File: config.mk
export PLATFORM = sky130hd
export DESIGN_NAME = cpu_alu_with_flags
export DESIGN_NICKNAME = d
export VERILOG_FILES = /design/src/design/cpualu_pkg.sv /design/src/design/cpualu_in_reg.sv /design/src/design/cpualu_core.sv /design/src/design/cpualu_out_reg.sv /design/src/design/cpu_alu_with_flags.sv
export VERILOG_INCLUDE_DIRS = /design/src /design/src/design
export SDC_FILE = /design/constraint.sdc
export NUM_CORES = 1
export LEC_CHECK = 0
export BUFFER_PORTS_ARGS = -buffer_cell sky130_fd_sc_hd__clkbuf_2
export CAP_MARGIN = 10
export CORE_ASPECT_RATIO = 1.1
export CORE_MARGIN = 5
export CORE_UTILIZATION = 49
export CTS_BUF_LIST = sky130_fd_sc_hd__clkbuf_4
export DETAILED_ROUTE_END_ITERATION = 8
export PLACE_DENSITY = 0.76
export SLEW_MARGIN = 10
export SYNTH_ARGS = -nofsm -noshare
export SYNTH_HDL_FRONTEND = slang
export SYNTH_HIERARCHICAL = 1
export SYNTH_SLANG_ARGS = --single-unit
File: constraint.sdc
create_clock -name clk_i -period 5.45 [get_ports clk_i]
set_input_delay 0 -clock clk_i [delete_from_list [all_inputs] [get_ports clk_i]]
set_output_delay 0 -clock clk_i [all_outputs]
set_load 0.1 [all_outputs]
File: src/design/cpu_alu_with_flags_defines.svh
// ---------------------------------------------------------------------------
// cpu_alu_with_flags_defines.svh
// Assertion macros for the ALU block.
// ---------------------------------------------------------------------------
`ifndef CPU_ALU_WITH_FLAGS_DEFINES_SVH
`define CPU_ALU_WITH_FLAGS_DEFINES_SVH

`ifndef NO_ASSERTIONS

// Checked only while out of reset.
`define CPUALU_ASSERT(lbl, prop) \
  lbl: assert property (@(posedge clk_i) disable iff (!rst_ni) prop) \
    else $error("cpu_alu_with_flags: assertion failed");

// Checked at every edge, reset included.
`define CPUALU_ASSERT_ALWAYS(lbl, prop) \
  lbl: assert property (@(posedge clk_i) prop) \
    else $error("cpu_alu_with_flags: assertion failed during reset");

`else

`define CPUALU_ASSERT(lbl, prop)
`define CPUALU_ASSERT_ALWAYS(lbl, prop)

`endif

`endif

File: src/design/cpualu_pkg.sv
// ---------------------------------------------------------------------------
// cpualu_pkg
// Types and operation codes shared by the ALU modules.
// ---------------------------------------------------------------------------
package cpualu_pkg;

  localparam int unsigned ActionW = 5;
  localparam int unsigned WordW   = 16;
  localparam int unsigned ByteW   = 8;

  typedef enum logic [ActionW-1:0] {
    OP_ADD8  = 5'd0,
    OP_ADD16 = 5'd1,
    OP_AND   = 5'd2,
    OP_CPL   = 5'd3,
    OP_DEC8  = 5'd4,
    OP_DEC16 = 5'd5,
    OP_INC8  = 5'd6,
    OP_INC16 = 5'd7,
    OP_MUL   = 5'd8,
    OP_OR    = 5'd9,
    OP_RL    = 5'd10,
    OP_RLC   = 5'd11,
    OP_RRC   = 5'd12,
    OP_SEXT  = 5'd13,
    OP_SLL   = 5'd14,
    OP_SRA   = 5'd15,
    OP_SRL   = 5'd16,
    OP_SUB8  = 5'd17,
    OP_SUB16 = 5'd18,
    OP_XOR   = 5'd19
  } op_e;

  typedef struct packed {
    logic n;
    logic v;
    logic c;
    logic z;
  } flags_t;

  typedef struct packed {
    flags_t             flags;
    logic [WordW-1:0]   operand_b;
    logic [WordW-1:0]   operand_a;
    logic [ActionW-1:0] action;
  } req_t;

  typedef struct packed {
    flags_t           flags;
    logic [WordW-1:0] result;
  } res_t;

  localparam int unsigned ReqW   = $bits(req_t);
  localparam int unsigned ResW   = $bits(res_t);
  localparam int unsigned SDataW = ((ReqW + 7) / 8) * 8;
  localparam int unsigned MDataW = ((ResW + 7) / 8) * 8;

endpackage

File: src/design/cpualu_in_reg.sv
// ---------------------------------------------------------------------------
// cpualu_in_reg
// Input register: holds one operation request for the ALU.
// ---------------------------------------------------------------------------
module cpualu_in_reg (
  input  logic               clk_i,
  input  logic               rst_ni,
  input  logic               valid_i,
  output logic               ready_o,
  input  cpualu_pkg::req_t   data_i,
  output logic               valid_o,
  input  logic               down_ready_i,
  output cpualu_pkg::req_t   data_o
);

  logic             valid_q, valid_d;
  cpualu_pkg::req_t data_q;

  // Stage frees up when empty or when its content moves on this cycle.
  assign ready_o = !valid_q || down_ready_i;
  assign valid_d = ready_o ? valid_i : valid_q;

  always_ff @(posedge clk_i or negedge rst_ni) begin
    if (!rst_ni) begin
      valid_q <= 1'b0;
    end else begin
      valid_q <= valid_d;
    end
  end

  always_ff @(posedge clk_i) begin
    if (ready_o && valid_i) begin
      data_q <= data_i;
    end
  end

  assign valid_o = valid_q;
  assign data_o  = data_q;

endmodule

File: src/design/cpualu_core.sv
// ---------------------------------------------------------------------------
// cpualu_core
// Combinational ALU datapath: result and NZVC flag update.
// ---------------------------------------------------------------------------
module cpualu_core (
  input  cpualu_pkg::req_t req_i,
  output cpualu_pkg::res_t res_o
);

  logic [cpualu_pkg::ByteW-1:0]   a8, b8;
  logic [cpualu_pkg::WordW-1:0]   a16, b16;
  logic [cpualu_pkg::ByteW:0]     sum8, diff8;
  logic [cpualu_pkg::WordW:0]     sum16, diff16;
  logic [cpualu_pkg::WordW-1:0]   prod;
  logic [cpualu_pkg::WordW-1:0]   r;
  logic                           upd_z, upd_n;
  logic                           n_val, c_val, v_val;
  cpualu_pkg::flags_t             fin;

  assign fin = req_i.flags;
  assign a16 = req_i.operand_a;
  assign b16 = req_i.operand_b;
  assign a8  = a16[cpualu_pkg::ByteW-1:0];
  assign b8  = b16[cpualu_pkg::ByteW-1:0];

  assign sum8   = {1'b0, a8} + {1'b0, b8};
  assign diff8  = {1'b0, a8} - {1'b0, b8};
  assign sum16  = {1'b0, a16} + {1'b0, b16};
  assign diff16 = {1'b0, a16} - {1'b0, b16};
  assign prod   = a8 * b8;

  always_comb begin
    r     = '0;
    upd_z = 1'b0;
    upd_n = 1'b0;
    n_val = fin.n;
    c_val = fin.c;
    v_val = fin.v;
    case (cpualu_pkg::op_e'(req_i.action))
      cpualu_pkg::OP_ADD8: begin
        r     = {8'h00, sum8[7:0]};
        upd_z = 1'b1;
        upd_n = 1'b1;
        c_val = sum8[8];
        v_val = ~(a8[7] ^ b8[7]) & (a8[7] ^ sum8[7]);
      end
      cpualu_pkg::OP_ADD16: begin
        r     = sum16[15:0];
        upd_z = 1'b1;
        upd_n = 1'b1;
        c_val = sum16[16];
        v_val = ~(a16[15] ^ b16[15]) & (a16[15] ^ sum16[15]);
      end
      cpualu_pkg::OP_SUB8: begin
        r     = {8'h00, diff8[7:0]};
        upd_z = 1'b1;
        upd_n = 1'b1;
        c_val = diff8[8];
        v_val = (a8[7] ^ b8[7]) & (a8[7] ^ diff8[7]);
      end
      cpualu_pkg::OP_SUB16: begin
        r     = diff16[15:0];
        upd_z = 1'b1;
        upd_n = 1'b1;
        c_val = diff16[16];
        v_val = (a16[15] ^ b16[15]) & (a16[15] ^ diff16[15]);
      end
      cpualu_pkg::OP_AND: begin
        r     = {8'h00, a8 & b8};
        upd_z = 1'b1;
        upd_n = 1'b1;
      end
      cpualu_pkg::OP_OR: begin
        r     = {8'h00, a8 | b8};
        upd_z = 1'b1;
        upd_n = 1'b1;
      end
      cpualu_pkg::OP_XOR: begin
        r     = {8'h00, a8 ^ b8};
        upd_z = 1'b1;
        upd_n = 1'b1;
      end
      cpualu_pkg::OP_CPL: begin
        r     = {8'h00, ~a8};
        upd_z = 1'b1;
        upd_n = 1'b1;
      end
      cpualu_pkg::OP_DEC8: begin
        r     = {8'h00, a8 - 8'd1};
        upd_z = 1'b1;
      end
      cpualu_pkg::OP_DEC16: begin
        r     = a16 - 16'd1;
        upd_z = 1'b1;
      end
      cpualu_pkg::OP_INC8: begin
        r     = {8'h00, a8 + 8'd1};
        upd_z = 1'b1;
      end
      cpualu_pkg::OP_INC16: begin
        r     = a16 + 16'd1;
        upd_z = 1'b1;
      end
      cpualu_pkg::OP_MUL: begin
        // N follows bit 7 of the product, not bit 15
        r     = prod;
        upd_z = 1'b1;
        upd_n = 1'b1;
        c_val = 1'b0;
        v_val = 1'b0;
      end
      cpualu_pkg::OP_RL: begin
        r     = {8'h00, a8[6:0], fin.c};
        upd_z = 1'b1;
        upd_n = 1'b1;
        c_val = a8[7];
      end
      cpualu_pkg::OP_RLC: begin
        r     = {8'h00, a8[6:0], a8[7]};
        upd_z = 1'b1;
        upd_n = 1'b1;
        c_val = a8[7];
      end
      cpualu_pkg::OP_RRC: begin
        r     = {8'h00, a8[0], a8[7:1]};
        upd_z = 1'b1;
        upd_n = 1'b1;
        c_val = a8[0];
      end
      cpualu_pkg::OP_SLL: begin
        r     = {8'h00, a8[6:0], 1'b0};
        upd_z = 1'b1;
        upd_n = 1'b1;
        c_val = a8[7];
      end
      cpualu_pkg::OP_SRA: begin
        r     = {8'h00, a8[7], a8[7:1]};
        upd_z = 1'b1;
        upd_n = 1'b1;
        c_val = a8[0];
        v_val = 1'b0;
      end
      cpualu_pkg::OP_SRL: begin
        r     = {8'h00, 1'b0, a8[7:1]};
        upd_z = 1'b1;
        upd_n = 1'b1;
        c_val = a8[0];
      end
      cpualu_pkg::OP_SEXT: begin
        r = {{8{a8[7]}}, a8};
      end
      default: begin
        r = '0;
      end
    endcase
  end

  // Byte results are zero-extended, so bit 7 serves as N for every op that updates
  // N but the 16-bit add/sub, which use bit 15; other ops keep the incoming N.
  always_comb begin
    res_o.result  = r;
    res_o.flags.z = upd_z ? (r == '0) : fin.z;
    res_o.flags.c = c_val;
    res_o.flags.v = v_val;
    if (cpualu_pkg::op_e'(req_i.action) == cpualu_pkg::OP_ADD16 ||
        cpualu_pkg::op_e'(req_i.action) == cpualu_pkg::OP_SUB16) begin
      res_o.flags.n = r[15];
    end else begin
      res_o.flags.n = upd_n ? r[7] : n_val;
    end
  end

endmodule

File: src/design/cpualu_out_reg.sv
// ---------------------------------------------------------------------------
// cpualu_out_reg
// Result register driving the output stream.
// ---------------------------------------------------------------------------
module cpualu_out_reg (
  input  logic               clk_i,
  input  logic               rst_ni,
  input  logic               valid_i,
  output logic               ready_o,
  input  cpualu_pkg::res_t   data_i,
  output logic               valid_o,
  input  logic               down_ready_i,
  output cpualu_pkg::res_t   data_o
);

  logic             valid_q, valid_d;
  cpualu_pkg::res_t data_q;

  assign ready_o = !valid_q || down_ready_i;
  assign valid_d = ready_o ? valid_i : valid_q;

  always_ff @(posedge clk_i or negedge rst_ni) begin
    if (!rst_ni) begin
      valid_q <= 1'b0;
    end else begin
      valid_q <= valid_d;
    end
  end

  always_ff @(posedge clk_i) begin
    if (ready_o && valid_i) begin
      data_q <= data_i;
    end
  end

  assign valid_o = valid_q;
  assign data_o  = data_q;

endmodule

File: src/design/cpu_alu_with_flags.sv
// ---------------------------------------------------------------------------
// cpu_alu_with_flags
// 8-bit processor ALU with NZVC flags, one operation per transfer.
// ---------------------------------------------------------------------------
// Channel   Dir  Payload
// s_axis    in   action, operand_a, operand_b, zero/carry/overflow/negative in
// m_axis    out  result, zero/carry/overflow/negative out
//
// Two register stages (input register, result register) with the ALU
// between them: one transfer per cycle sustained while m_axis is not stalled.
// Reset empties both stages; no result is pending after reset.
// A stall on m_axis holds the result register and backs up into the input
// register; s_axis_tready drops only when both stages are full.
// ---------------------------------------------------------------------------
`include "cpu_alu_with_flags_defines.svh"

module cpu_alu_with_flags (
  input  logic                            clk_i,
  input  logic                            rst_ni,
  input  logic                            s_axis_tvalid,
  output logic                            s_axis_tready,
  // [4:0] action, [20:5] operand_a, [36:21] operand_b, [37] zero_in,
  // [38] carry_in, [39] overflow_in, [40] negative_in, [47:41] zero
  input  logic [cpualu_pkg::SDataW-1:0]   s_axis_tdata,
  output logic                            m_axis_tvalid,
  input  logic                            m_axis_tready,
  // [15:0] result, [16] zero_out, [17] carry_out, [18] overflow_out,
  // [19] negative_out, [23:20] zero
  output logic [cpualu_pkg::MDataW-1:0]   m_axis_tdata
);

  cpualu_pkg::req_t in_req, s1_req;
  cpualu_pkg::res_t core_res, out_res;
  logic             s1_valid, s2_ready;

  assign in_req = s_axis_tdata[cpualu_pkg::ReqW-1:0];

  cpualu_in_reg u_in_reg (
    .clk_i        (clk_i),
    .rst_ni       (rst_ni),
    .valid_i      (s_axis_tvalid),
    .ready_o      (s_axis_tready),
    .data_i       (in_req),
    .valid_o      (s1_valid),
    .down_ready_i (s2_ready),
    .data_o       (s1_req)
  );

  cpualu_core u_core (
    .req_i (s1_req),
    .res_o (core_res)
  );

  cpualu_out_reg u_out_reg (
    .clk_i        (clk_i),
    .rst_ni       (rst_ni),
    .valid_i      (s1_valid),
    .ready_o      (s2_ready),
    .data_i       (core_res),
    .valid_o      (m_axis_tvalid),
    .down_ready_i (m_axis_tready),
    .data_o       (out_res)
  );

  assign m_axis_tdata = {{(cpualu_pkg::MDataW - cpualu_pkg::ResW){1'b0}}, out_res};

  `CPUALU_ASSERT_ALWAYS(a_no_valid_in_reset, !rst_ni |=> !m_axis_tvalid)
  `CPUALU_ASSERT(a_advance_gives_result, (s1_valid && s2_ready) |=> m_axis_tvalid)
  `CPUALU_ASSERT(a_result_from_core,
                 (s1_valid && s2_ready) |=> (out_res == $past(core_res)))
  `CPUALU_ASSERT(a_result_has_source, $rose(m_axis_tvalid) |-> $past(s1_valid))

endmodule
==> impl_metrics.csv, run 1 <==
group,metric,value,unit
layout,area_delta_synth_final,16.7,%
layout,stdcell_count,1267,
critical_path,crit_top_cell,"fa_1",
layout,nets,1245,
critical_path,cp.required,5.75,ns
grt,antenna_found_initial,2,
placed_design,port-buffer-count,66,
synth,postSynthCellCount,940,
placed_design,place_congestion,0.997,
clock_tree,cts-root-buf,"clkbuf_4",
die,core.rowCount,49,
clock_tree,cts_tree,"built",
grt,grt_overflow,0,
grt,grt_pass1_vias,7269,
placed_design,dpl.cell_count,1199,
sta,finalSetupViolCount,0,
routing,routedWlPerCell,19.2,µm
critical_path,criticalPathCategory,"reg2reg",
clock_tree,clk_latency,0.43,ns
sta,worst_pin_slew,0.980,ns
power,leakage,4.23,nW
grt,grtUsageTotal,0.251,
critical_path,cpPeakStageDelay,0.55,ns
die,die_y,145,µm
sta,final-hold-violation-count,0,
grt,grt_pass1_wl,37800,µm
layout,fill_cells,1498,
layout,final_core_util,0.580,
synth,netlist_area,8110,µm²
synth,yosysWarningCount,6,
die,initial_core_util,0.497,
synth,async_flop_share,0.0317,
job,drv_cap,0,
synth,yosysUniqueCellTypes,79,
die,core,16300,µm²
clock_tree,cts_made_buffers,9,
die,fp.dieArea,19200,µm²
synth,syn_area_per_cell,8.62,µm²
critical_path,path_delay_family,"adder cells",
routing,drtIter0Drc,746,
placed_design,place_hpwl,18900,µm
synth,ys_seq_area_frac,0.232,
critical_path,crit_fanout,4,
critical_path,crit_path_start_kind,"flop",
critical_path,endpoint_kind,"flop",
routing,dr.pass1.iters,6,
routing,viasPerCell,5.99,
critical_path,cp_data_arrival_time,5.57,ns
min_path,hold_class,"in2reg",
sta,final_period_minus_worst_setup_slack,5.27,ns
routing,ant_nets,0,
critical_path,crit_chain,"buf_6 > ha_2 > fa_1 > fa_1 > fa_1 > inv_1 > fa_1 > inv_1 > ha_2 > or3_4 > o31ai_4 > buf_6 > mux2i_4 > o31ai_2 > a211o_1 > nor4b_2 > and4bb_1 > a32o_2",
routing,vias,7593,
synth,synth_ff_type,"edfxtp_1",
clock_tree,cts_sinks,63,
critical_path,worst-path-buf-inv,4,
sta,min_period_over_period,0.967,
layout,drive_gt1_frac,0.144,
clock_tree,clk_path_buf_depth,2,
sta,slew_headroom,0.343,
critical_path,slowest_stage,"fa_1",
synth,synth_top_cell_by_area,"edfxtp_1",
status,outcome,"completed",
clock_tree,cts.clk_slew.worst_paths,0.12,ns
placed_design,dpl_cell_area,8740,µm²
sta,finClkSkew,0.0145,ns
layout,final_area,9460,µm²
routing,wirelength,24300,µm
grt,grt_max_degree,42,
routing,drc,0,
synth,ys_ff_latch,63,
die,die_x,133,µm
sta,max_freq,190,MHz
clock_tree,htreeDepth,3,
synth,synth-edff-count,61,
synth,yosysTopAreaCellShare,0.226,
sta,drv_slew,0,
power,power_density,249,nW/µm²
power,ir_worst_vdd,0.151,mV
synth,synthTopCellsByArea,"edfxtp_1, ha_1, fa_1",
die,io_pins,78,
## worst reg2reg max path, cell delays in order (launching register included)
cell	delay (ns)
edfxtp_1	0.49
buf_6	0.16
ha_2	0.18
fa_1	0.55
fa_1	0.44
fa_1	0.49
inv_1	0.05
fa_1	0.52
inv_1	0.04
ha_2	0.19
or3_4	0.34
o31ai_4	0.26
buf_6	0.15
mux2i_4	0.23
o31ai_2	0.09
a211o_1	0.32
nor4b_2	0.25
and4bb_1	0.22
a32o_2	0.17
## path summary, 6_finish.rpt
check / from / endpoint / slack [ns] / cells after the start
worst min-delay path: s_axis_tdata[32] / u_in_reg/data_o[32]$_DFFE_PP_ / 0.28 / 2
min in group asynchronous: rst_ni / u_out_reg/valid_o$_DFFE_PN0P_ / 0.41 / 3
worst max register to register: u_in_reg/data_o[25]$_DFFE_PP_ / u_out_reg/data_o[16]$_DFFE_PP_ / 0.18 / 18
max in group asynchronous: rst_ni / u_in_reg/valid_o$_DFFE_PN0P_ / 4.91 / 3
worst min register to register: u_in_reg/data_o[39]$_DFFE_PP_ / u_out_reg/data_o[18]$_DFFE_PP_ / 0.55 / 1
worst max-delay path: u_in_reg/data_o[25]$_DFFE_PP_ / u_out_reg/data_o[16]$_DFFE_PP_ / 0.18 / 18
## logic make-up after synthesis
logic type / Yosys count / synth area share
compound gates: 239 / 0.203
xor+xnor: 34 / 0.0377
fa+ha+maj: 136 / 0.247
buf+inv: 147 / 0.0729
flops: 63 / 0.232
mux: 13 / 0.0164
other cells: 1 / 0.000463
simple gates: 307 / 0.190
## metrics by stage
| step | setup WS (ns) | hold WS [ns] | TNS, ns | total power, mW |
|---|---|---|---|---|
| 2_1_floorplan | 0.369 | -0.296 | 0 | 1.59 |
| 3_3_place_gp | 0.263 | -0.212 | 0 | 1.90 |
| 3_5_place_dp | 0.115 | -0.211 | 0 | 1.92 |
| 4_1_cts | 0.0649 | 0.236 | 0 | 2.29 |
| 5_1_grt | -0.00516 | 0.244 | -0.00516 | 2.53 |
| 6_report | 0.179 | 0.278 | 0 | 2.36 |
## where the power goes
group          internal (mW)  switching [mW]  total [mW]  leakage [nW]
clock                  0.140           0.189       0.329        0.0759
sequential             0.582          0.0282       0.610         0.613
combinational          0.535           0.884        1.42          3.54
total                   1.26            1.10        2.36          4.23
## flip-flops by register name (all words and copies together) (netlist names)
name               flops
u_out_reg/valid_o      1
u_in_reg/data_o       41
u_out_reg/data_o      20
u_in_reg/valid_o       1
## cell type report
class,instances,area [µm²],area share
multi-input cells,733,5720,0.605
flip-flops and latches,63,1880,0.199
repair buffers,148,1070,0.113
inverters,102,388,0.0410
well taps,204,255,0.0270
clock inverters,7,73.8,0.00781
clock buffers,9,67.6,0.00714
diodes,1,2.50,0.000265
## synthesized netlist by cell type (all sizes together) (8+ instances only)
| master | instances |
|---|---|
| a31oi | 12 |
| ha | 96 |
| nand2 | 68 |
| and3 | 12 |
| nor2 | 100 |
| a211o | 8 |
| or3 | 8 |
| nand2b | 9 |
| o21ai | 39 |
| inv | 98 |
| edfxtp | 61 |
| a21o | 17 |
| o31ai | 8 |
| clkbuf | 29 |
| o2111ai | 8 |
| nor3 | 21 |
| buf | 16 |
| mux2i | 11 |
| a211oi | 10 |
| nor2b | 17 |
| fa | 40 |
| nand3 | 17 |
| xnor2 | 23 |
| o21bai | 10 |
| nand4 | 10 |
| xor2 | 11 |
| a21oi | 55 |
| and2 | 8 |
## per-layer routing
| layer | wire [µm] | part of all wire | vias to the layer above | GRT usage |
|---|---|---|---|---|
| met5 | 0 | 0 | - | 0 |
| met4 | 860 | 0.035 | 0 | 0.100 |
| met3 | 2080 | 0.086 | 46 | 0.0519 |
| met2 | 11400 | 0.47 | 334 | 0.416 |
| met1 | 9950 | 0.41 | 3591 | 0.324 |
| li1 | - | - | 3622 | - |
## cell usage in the layout, fill, tap and decap left out, drive strengths merged, types with 5 or more instances in the layout
cell type | synthesis | routed
clkbuf | 29 | 75
and2 | 8 | 8
or4 | 5 | 5
nand3b | 6 | 6
edfxtp | 61 | 61
nand2 | 68 | 68
nand4 | 10 | 10
nor2b | 17 | 17
a21o | 17 | 17
o21a | 6 | 6
nor2 | 100 | 100
a211o | 8 | 8
nand3 | 17 | 17
xor2 | 11 | 11
a211oi | 10 | 10
inv | 98 | 98
nor3b | 7 | 7
dlygate4sd3 | 0 | 46
a311oi | 5 | 5
o21bai | 10 | 10
a31oi | 12 | 12
nor3 | 21 | 21
a21oi | 55 | 55
a221oi | 7 | 7
nand2b | 9 | 9
o2111ai | 8 | 8
or3 | 8 | 8
clkinv | 4 | 9
o31ai | 8 | 8
fa | 40 | 40
a32oi | 7 | 7
and3 | 12 | 12
ha | 96 | 96
xnor2 | 23 | 23
o21ai | 39 | 39
mux2i | 11 | 11
a2111oi | 5 | 5
buf | 16 | 36
## repair_timing
item                                    CTS  global route
buffers inserted                          0             5
hold endpoints to repair                 45             0
hold buffers                             46             0
endpoints found under the setup margin    0             1
gates resized for setup                   0            26
Note: power is estimated with default switching activity, not from simulation.
==> inputs of run 2 (changes only) <==
GPL_ROUTABILITY_DRIVEN = 0   (was default)
PLACE_DENSITY = 0.75   (was 0.76)
==> impl_metrics.csv, run 2 (same netlist as run 1, synthesis figures left out) <==
group,metric,value,unit
grt,grtUsageTotal,0.249,
grt,antenna_found_initial,1,
sta,postLayoutSetupSlackWorst,0.216,ns
power,ir_worst_vdd,0.160,mV
critical_path,crit_path_start_kind,"flop",
die,initial_core_util,0.497,
clock_tree,htreeDepth,3,
routing,drtIter0Drc,1116,
routing,vias,7758,
clock_tree,cts-root-buf,"clkbuf_4",
job,drv_cap,0,
routing,wirelength,24000,µm
sta,finClkSkew,0.0175,ns
grt,grt_pass1_wl,37800,µm
clock_tree,clk_latency,0.47,ns
min_path,hold_depth,2,
layout,drive_gt1_frac,0.137,
routing,dr.pass1.iters,6,
sta,min_period_over_period,0.960,
sta,worst_pin_slew,0.947,ns
critical_path,rr_endpoint,"u_out_reg/data_o[16]$_DFFE_PP_",
power,power_density,244,nW/µm²
critical_path,crit_fanout,7,
layout,area_delta_synth_final,16.1,%
sta,slew_headroom,0.365,
sta,final_period_minus_worst_setup_slack,5.23,ns
sta,drv_slew,0,
die,fp.dieArea,19200,µm²
min_path,whs_endpoint,"u_in_reg/data_o[18]$_DFFE_PP_",
power,leakage,4.23,nW
grt,grt_overflow,0,
critical_path,path_delay_family,"adder cells",
critical_path,cp_data_arrival_time,5.58,ns
critical_path,crit_top_cell,"fa_1",
min_path,hold_start,"s_axis_tdata[18]",
critical_path,worst-path-buf-inv,4,
routing,drc,0,
placed_design,dp_worst_setup_slack,0.174,ns
clock_tree,cts_made_buffers,9,
layout,nets,1245,
layout,layout_common_cells,"nor2_1, ha_1, inv_1",
clock_tree,cts_sinks,63,
routing,routedWlPerCell,18.9,µm
die,io_pins,78,
grt,grt_pass1_vias,7301,
critical_path,crit_chain,"clkinvlp_4 > nor2_2 > fa_1 > fa_1 > fa_1 > inv_1 > fa_1 > inv_1 > ha_1 > or3_1 > o31ai_2 > buf_4 > mux2i_1 > o31ai_1 > a211o_1 > nor4b_1 > and4bb_1 > a32o_2",
sta,max_freq,191,MHz
layout,fill_cells,1444,
routing,ant_nets,0,
critical_path,r2r-start,"u_in_reg/data_o[11]$_DFFE_PP_",
die,die_x,133,µm
critical_path,cp.required,5.80,ns
critical_path,cpPeakStageDelay,0.53,ns
sta,finalSetupViolCount,0,
layout,final_common_cell,"nor2_1",
critical_path,ff2ff_path_depth,18,
critical_path,criticalPathCategory,"reg2reg",
status,outcome,"completed",
routing,viasPerCell,6.12,
layout,largest_reg_flops,41,
critical_path,r2r_slack,0.22,ns
clock_tree,clk_path_buf_depth,2,
clock_tree,cts.clk_slew.worst_paths,0.12,ns
layout,register_area,1880,µm²
critical_path,endpoint_kind,"flop",
placed_design,place_hpwl,18400,µm
die,core,16300,µm²
die,core.rowCount,49,
grt,grt_max_degree,42,
clock_tree,cts_tree,"built",
critical_path,slowest_stage,"fa_1",
power,power,2.30,mW
die,die_y,145,µm
sta,final-hold-violation-count,0,
placed_design,port-buffer-count,66,
min_path,hold_class,"in2reg",
layout,multi_input_area,5680,µm²
==> run 2: cell types whose count changed in the layout (fill, tap and decap cells not counted), sizes merged <==
cell	delta
clkinv	-2
clkinvlp	+1
inv	+1
==> run 2: repair_timing <==
item | 4_1_cts | 5_1_grt
endpoints found under the hold margin | 45 | 0
gates resized for setup | 0 | 14
setup buffers | 0 | 8
setup endpoints to repair | 0 | 1
hold buffers | 46 | 0
==> run 2: routing by layer <==
metal,vias up,GRT usage,share of wire
li1,3619,-,-
met1,3644,0.319,0.40
met2,415,0.416,0.46
met3,80,0.0325,0.093
met4,0,0.127,0.050
met5,-,0,0
==> run 2: worst max-delay path by stage <==
stage          cells after the start  slack (ns)                             end                           from
2_1_floorplan                     17        0.37  u_out_reg/data_o[16]$_DFFE_PP_   u_in_reg/data_o[6]$_DFFE_PP_
3_3_place_gp                      17        0.26  u_out_reg/data_o[16]$_DFFE_PP_   u_in_reg/data_o[9]$_DFFE_PP_
3_5_place_dp                      17        0.17  u_out_reg/data_o[16]$_DFFE_PP_   u_in_reg/data_o[9]$_DFFE_PP_
4_1_cts                           18        0.15  u_out_reg/data_o[16]$_DFFE_PP_  u_in_reg/data_o[23]$_DFFE_PP_
5_1_grt                           18       -0.01  u_out_reg/data_o[16]$_DFFE_PP_  u_in_reg/data_o[11]$_DFFE_PP_
6_report                          18        0.22  u_out_reg/data_o[16]$_DFFE_PP_  u_in_reg/data_o[11]$_DFFE_PP_
==> run 2: stage by stage <==
stage / TNS, ns / utilization / hold WS [ns] / instance area [µm²] / std cells
6_report: 0 / 0.577 / 0.236 / 9410 / 1267
3_5_place_dp: 0 / 0.534 / -0.212 / 8720 / 1196
5_1_grt: -0.0122 / 0.577 / 0.215 / 9410 / 1267
3_3_place_gp: 0 / 0.534 / -0.212 / 8720 / 1196
2_1_floorplan: 0 / - / -0.296 / 8120 / 943
4_1_cts: 0 / 0.571 / 0.197 / 9320 / 1258
==> run 2: where the power goes <==
part	leakage (nW)	switching (mW)	total (mW)	internal, mW
Combinational	3.54	0.859	1.36	0.499
Sequential	0.613	0.0261	0.608	0.582
Clock	0.0739	0.193	0.333	0.140
Total	4.23	1.08	2.30	1.22
==> run 2: final cells by class <==
| type | instances | area share |
|---|---|---|
| Inverter | 102 | 0.0411 |
| Clock buffer | 9 | 0.00718 |
| Sequential cell | 63 | 0.200 |
| Antenna cell | 1 | 0.000266 |
| Clock inverter | 7 | 0.00771 |
| Tap cell | 204 | 0.0271 |
| Timing Repair Buffer | 148 | 0.113 |
| Multi-Input combinational cell | 733 | 0.603 |
==> inputs of run 3 (changes only) <==
ABC_AREA = 1   (was default)
PLACE_DENSITY = 0.74   (was 0.75)
==> impl_metrics.csv, run 3 <==
group,metric,value,unit
die,core.rowCount,51,
die,core,17900,µm²
critical_path,endpoint_kind,"flop",
placed_design,dpl.cell_count,1660,
sta,setup_tns,0,ns
sta,final-hold-violation-count,0,
synth,synthTopCellsByArea,"edfxtp_1, nand2_1, ha_1",
grt,grt_pass1_vias,8765,
grt,grt_pass1_wl,42400,µm
critical_path,criticalPathCategory,"reg2reg",
grt,antenna_found_initial,1,
sta,drv_slew,0,
layout,stdcell_count,1723,
clock_tree,cts_made_buffers,9,
synth,synth-edff-count,61,
routing,wirelength,26200,µm
synth,synth_ff_type,"edfxtp_1",
clock_tree,cts_resized,0,
sta,rsz0062_at_grt,"no",
clock_tree,clk_latency,0.46,ns
layout,final_area,10100,µm²
critical_path,crit_path_start_kind,"flop",
synth,async_flop_share,0.0317,
critical_path,crit_top_cell,"nand2_1",
synth,synth_top_family_by_area,"simple AND/OR/NAND/NOR gates",
routing,routedWlPerCell,15.2,µm
sta,slew_headroom,0.466,
critical_path,cp_data_arrival_time,5.23,ns
die,io_pins,78,
sta,finalSetupViolCount,0,
sta,worst_pin_slew,0.801,ns
min_path,hold_class,"in2reg",
grt,grt_overflow,0,
clock_tree,clk_path_buf_depth,2,
clock_tree,htreeDepth,3,
placed_design,port-buffer-count,66,
synth,syn_area_per_cell,6.47,µm²
critical_path,crit_fanout,8,
synth,synthMuxAreaShare,0,
synth,synthSimpleGateAreaFrac,0.363,
power,ir_worst_vdd,0.143,mV
critical_path,crit_chain,"buf_4 > ha_1 > fa_1 > fa_1 > ha_1 > inv_1 > fa_1 > inv_1 > ha_1 > a21oi_1 > nand2_1 > nand2_1 > nand2_1 > nand2_1 > nand3_1 > nand3_1 > nand2_1 > nor3_1 > nand2_1 > nor2_1 > nand2_1 > nand2_1",
synth,synth_top_cell_by_area,"edfxtp_1",
power,leakage,5.80,nW
die,initial_core_util,0.501,
critical_path,slowest_stage,"edfxtp_1",
status,outcome,"completed",
sta,whs,0.238,ns
die,fp.dieArea,21100,µm²
die,die_y,152,µm
synth,yosysUniqueCellTypes,37,
synth,ys_seq_area_frac,0.210,
layout,area_delta_synth_final,12.5,%
synth,yosys.area_share.adder,0.223,
clock_tree,cts_tree,"built",
synth,netlist_top_cells_count,"nand2_1, inv_1, nand3_1",
clock_tree,postCtsSetupRepairBufs,0,
critical_path,cp.required,5.78,ns
sta,finClkSkew,0.0165,ns
synth,synth_compound_area_frac,0.0541,
layout,layout_common_cells,"nand2_1, inv_1, nand3_1",
layout,drive_gt1_frac,0.0795,
grt,grtUsageTotal,0.248,
layout,final_common_cell,"nand2_1",
clock_tree,cts-root-buf,"clkbuf_4",
clock_tree,cts_sinks,63,
layout,nets,1667,
routing,drc,0,
power,power_density,231,nW/µm²
placed_design,place_hpwl,20800,µm
die,die_x,139,µm
clock_tree,cts.clk_slew.worst_paths,0.12,ns
sta,postLayoutSetupSlackWorst,0.548,ns
synth,synth_most_common_cell,"nand2_1",
synth,postSynthCellCount,1384,
routing,vias,9216,
synth,yosysWarningCount,6,
synth,netlist_area,8960,µm²
grt,grt_max_degree,42,
routing,drtIter0Drc,1013,
placed_design,dpl_cell_area,9480,µm²
sta,final_period_minus_worst_setup_slack,4.90,ns
job,drv_cap,0,
routing,ant_nets,0,
sta,min_period_over_period,0.900,
routing,viasPerCell,5.35,
routing,dr.pass1.iters,8,
synth,synth_xor_xnor_area_share,0.00782,
layout,largest_reg_flops,41,
sta,max_freq,204,MHz
placed_design,dp_worst_setup_slack,0.624,ns
critical_path,cpPeakStageDelay,0.60,ns
synth,yosysTopAreaCellShare,0.204,
synth,ys_ff_latch,63,
[run 3: cell types whose count changed after synthesis, moves of 15 or more]
cell     before  now
o21ai_0      39   21
xnor2_1      23    3
a21o_1       17    2
nor2b_1      17    0
inv_1        97  272
nand2_1      68  444
nand3_1      17  139
[run 3: worst paths after layout]
kind / start / to / slack, ns / cells after the start
worst max-delay path: u_in_reg/data_o[7]$_DFFE_PP_ / u_out_reg/data_o[16]$_DFFE_PP_ / 0.55 / 22
worst min-delay path: s_axis_tdata[19] / u_in_reg/data_o[19]$_DFFE_PP_ / 0.24 / 2
worst max register to register: u_in_reg/data_o[7]$_DFFE_PP_ / u_out_reg/data_o[16]$_DFFE_PP_ / 0.55 / 22
worst min register to register: u_out_reg/valid_o$_DFFE_PN0P_ / u_out_reg/valid_o$_DFFE_PN0P_ / 0.57 / 2
max in group asynchronous: rst_ni / u_out_reg/valid_o$_DFFE_PN0P_ / 4.95 / 3
min in group asynchronous: rst_ni / u_in_reg/valid_o$_DFFE_PN0P_ / 0.38 / 3
[run 3: power breakdown]
group | total (mW) | internal (mW) | switching, mW
Sequential | 0.620 | 0.582 | 0.0385
Combinational | 1.37 | 0.459 | 0.907
Clock | 0.345 | 0.151 | 0.194
[run 3: logic make-up after synthesis]
| logic type | after synthesis |
|---|---|
| AO/OA/AOI/OAI | 88 |
| XOR/XNOR | 8 |
| adder cells (fa/ha/maj) | 136 |
| buffers and inverters | 321 |
| flip-flops | 63 |
| other | 1 |
| AND/OR/NAND/NOR | 767 |
[run 3: metal layers]
layer  global-route usage  vias to the layer above  share of wire
met5                    0                        -              0
met1                0.301                     4199           0.39
met3               0.0374                       95          0.081
met2                0.423                      418           0.47
li1                     -                     4504              -
met4                0.131                        0          0.054
[run 3: per-stage QoR]
| step | power [mW] | util |
|---|---|---|
| 6_report | 2.33 | 0.564 |
| 5_1_grt | 2.55 | 0.564 |
| 4_1_cts | 2.34 | 0.564 |
| 3_5_place_dp | 1.95 | 0.531 |
| 3_3_place_gp | 1.93 | 0.531 |
| 2_1_floorplan | 1.66 | - |
[run 3: final cells by class]
| class | instances | area, µm² |
|---|---|---|
| Multi-Input combinational cell | 1003 | 5840 |
| Sequential cell | 63 | 1880 |
| Tap cell | 238 | 298 |
| Clock buffer | 11 | 82.6 |
| Antenna cell | 1 | 2.50 |
| Fill cell | 1769 | 7780 |
| Clock inverter | 5 | 57.6 |
| Timing Repair Buffer | 123 | 873 |
| Inverter | 279 | 1050 |
[run 3: worst max-delay path, delay by kind of cell, from the launching register on]
kind | cells | cell delay, ns
compound gates | 1 | 0.21
fa+ha+maj | 6 | 2.36
buf+inv | 3 | 0.35
simple gates | 12 | 1.25
flops | 1 | 0.60
[run 3: timing repair]
item                                    4_1_cts  5_1_grt
endpoints found under the setup margin        0        0
hold endpoints to repair                     45        0
hold buffers                                 46        0
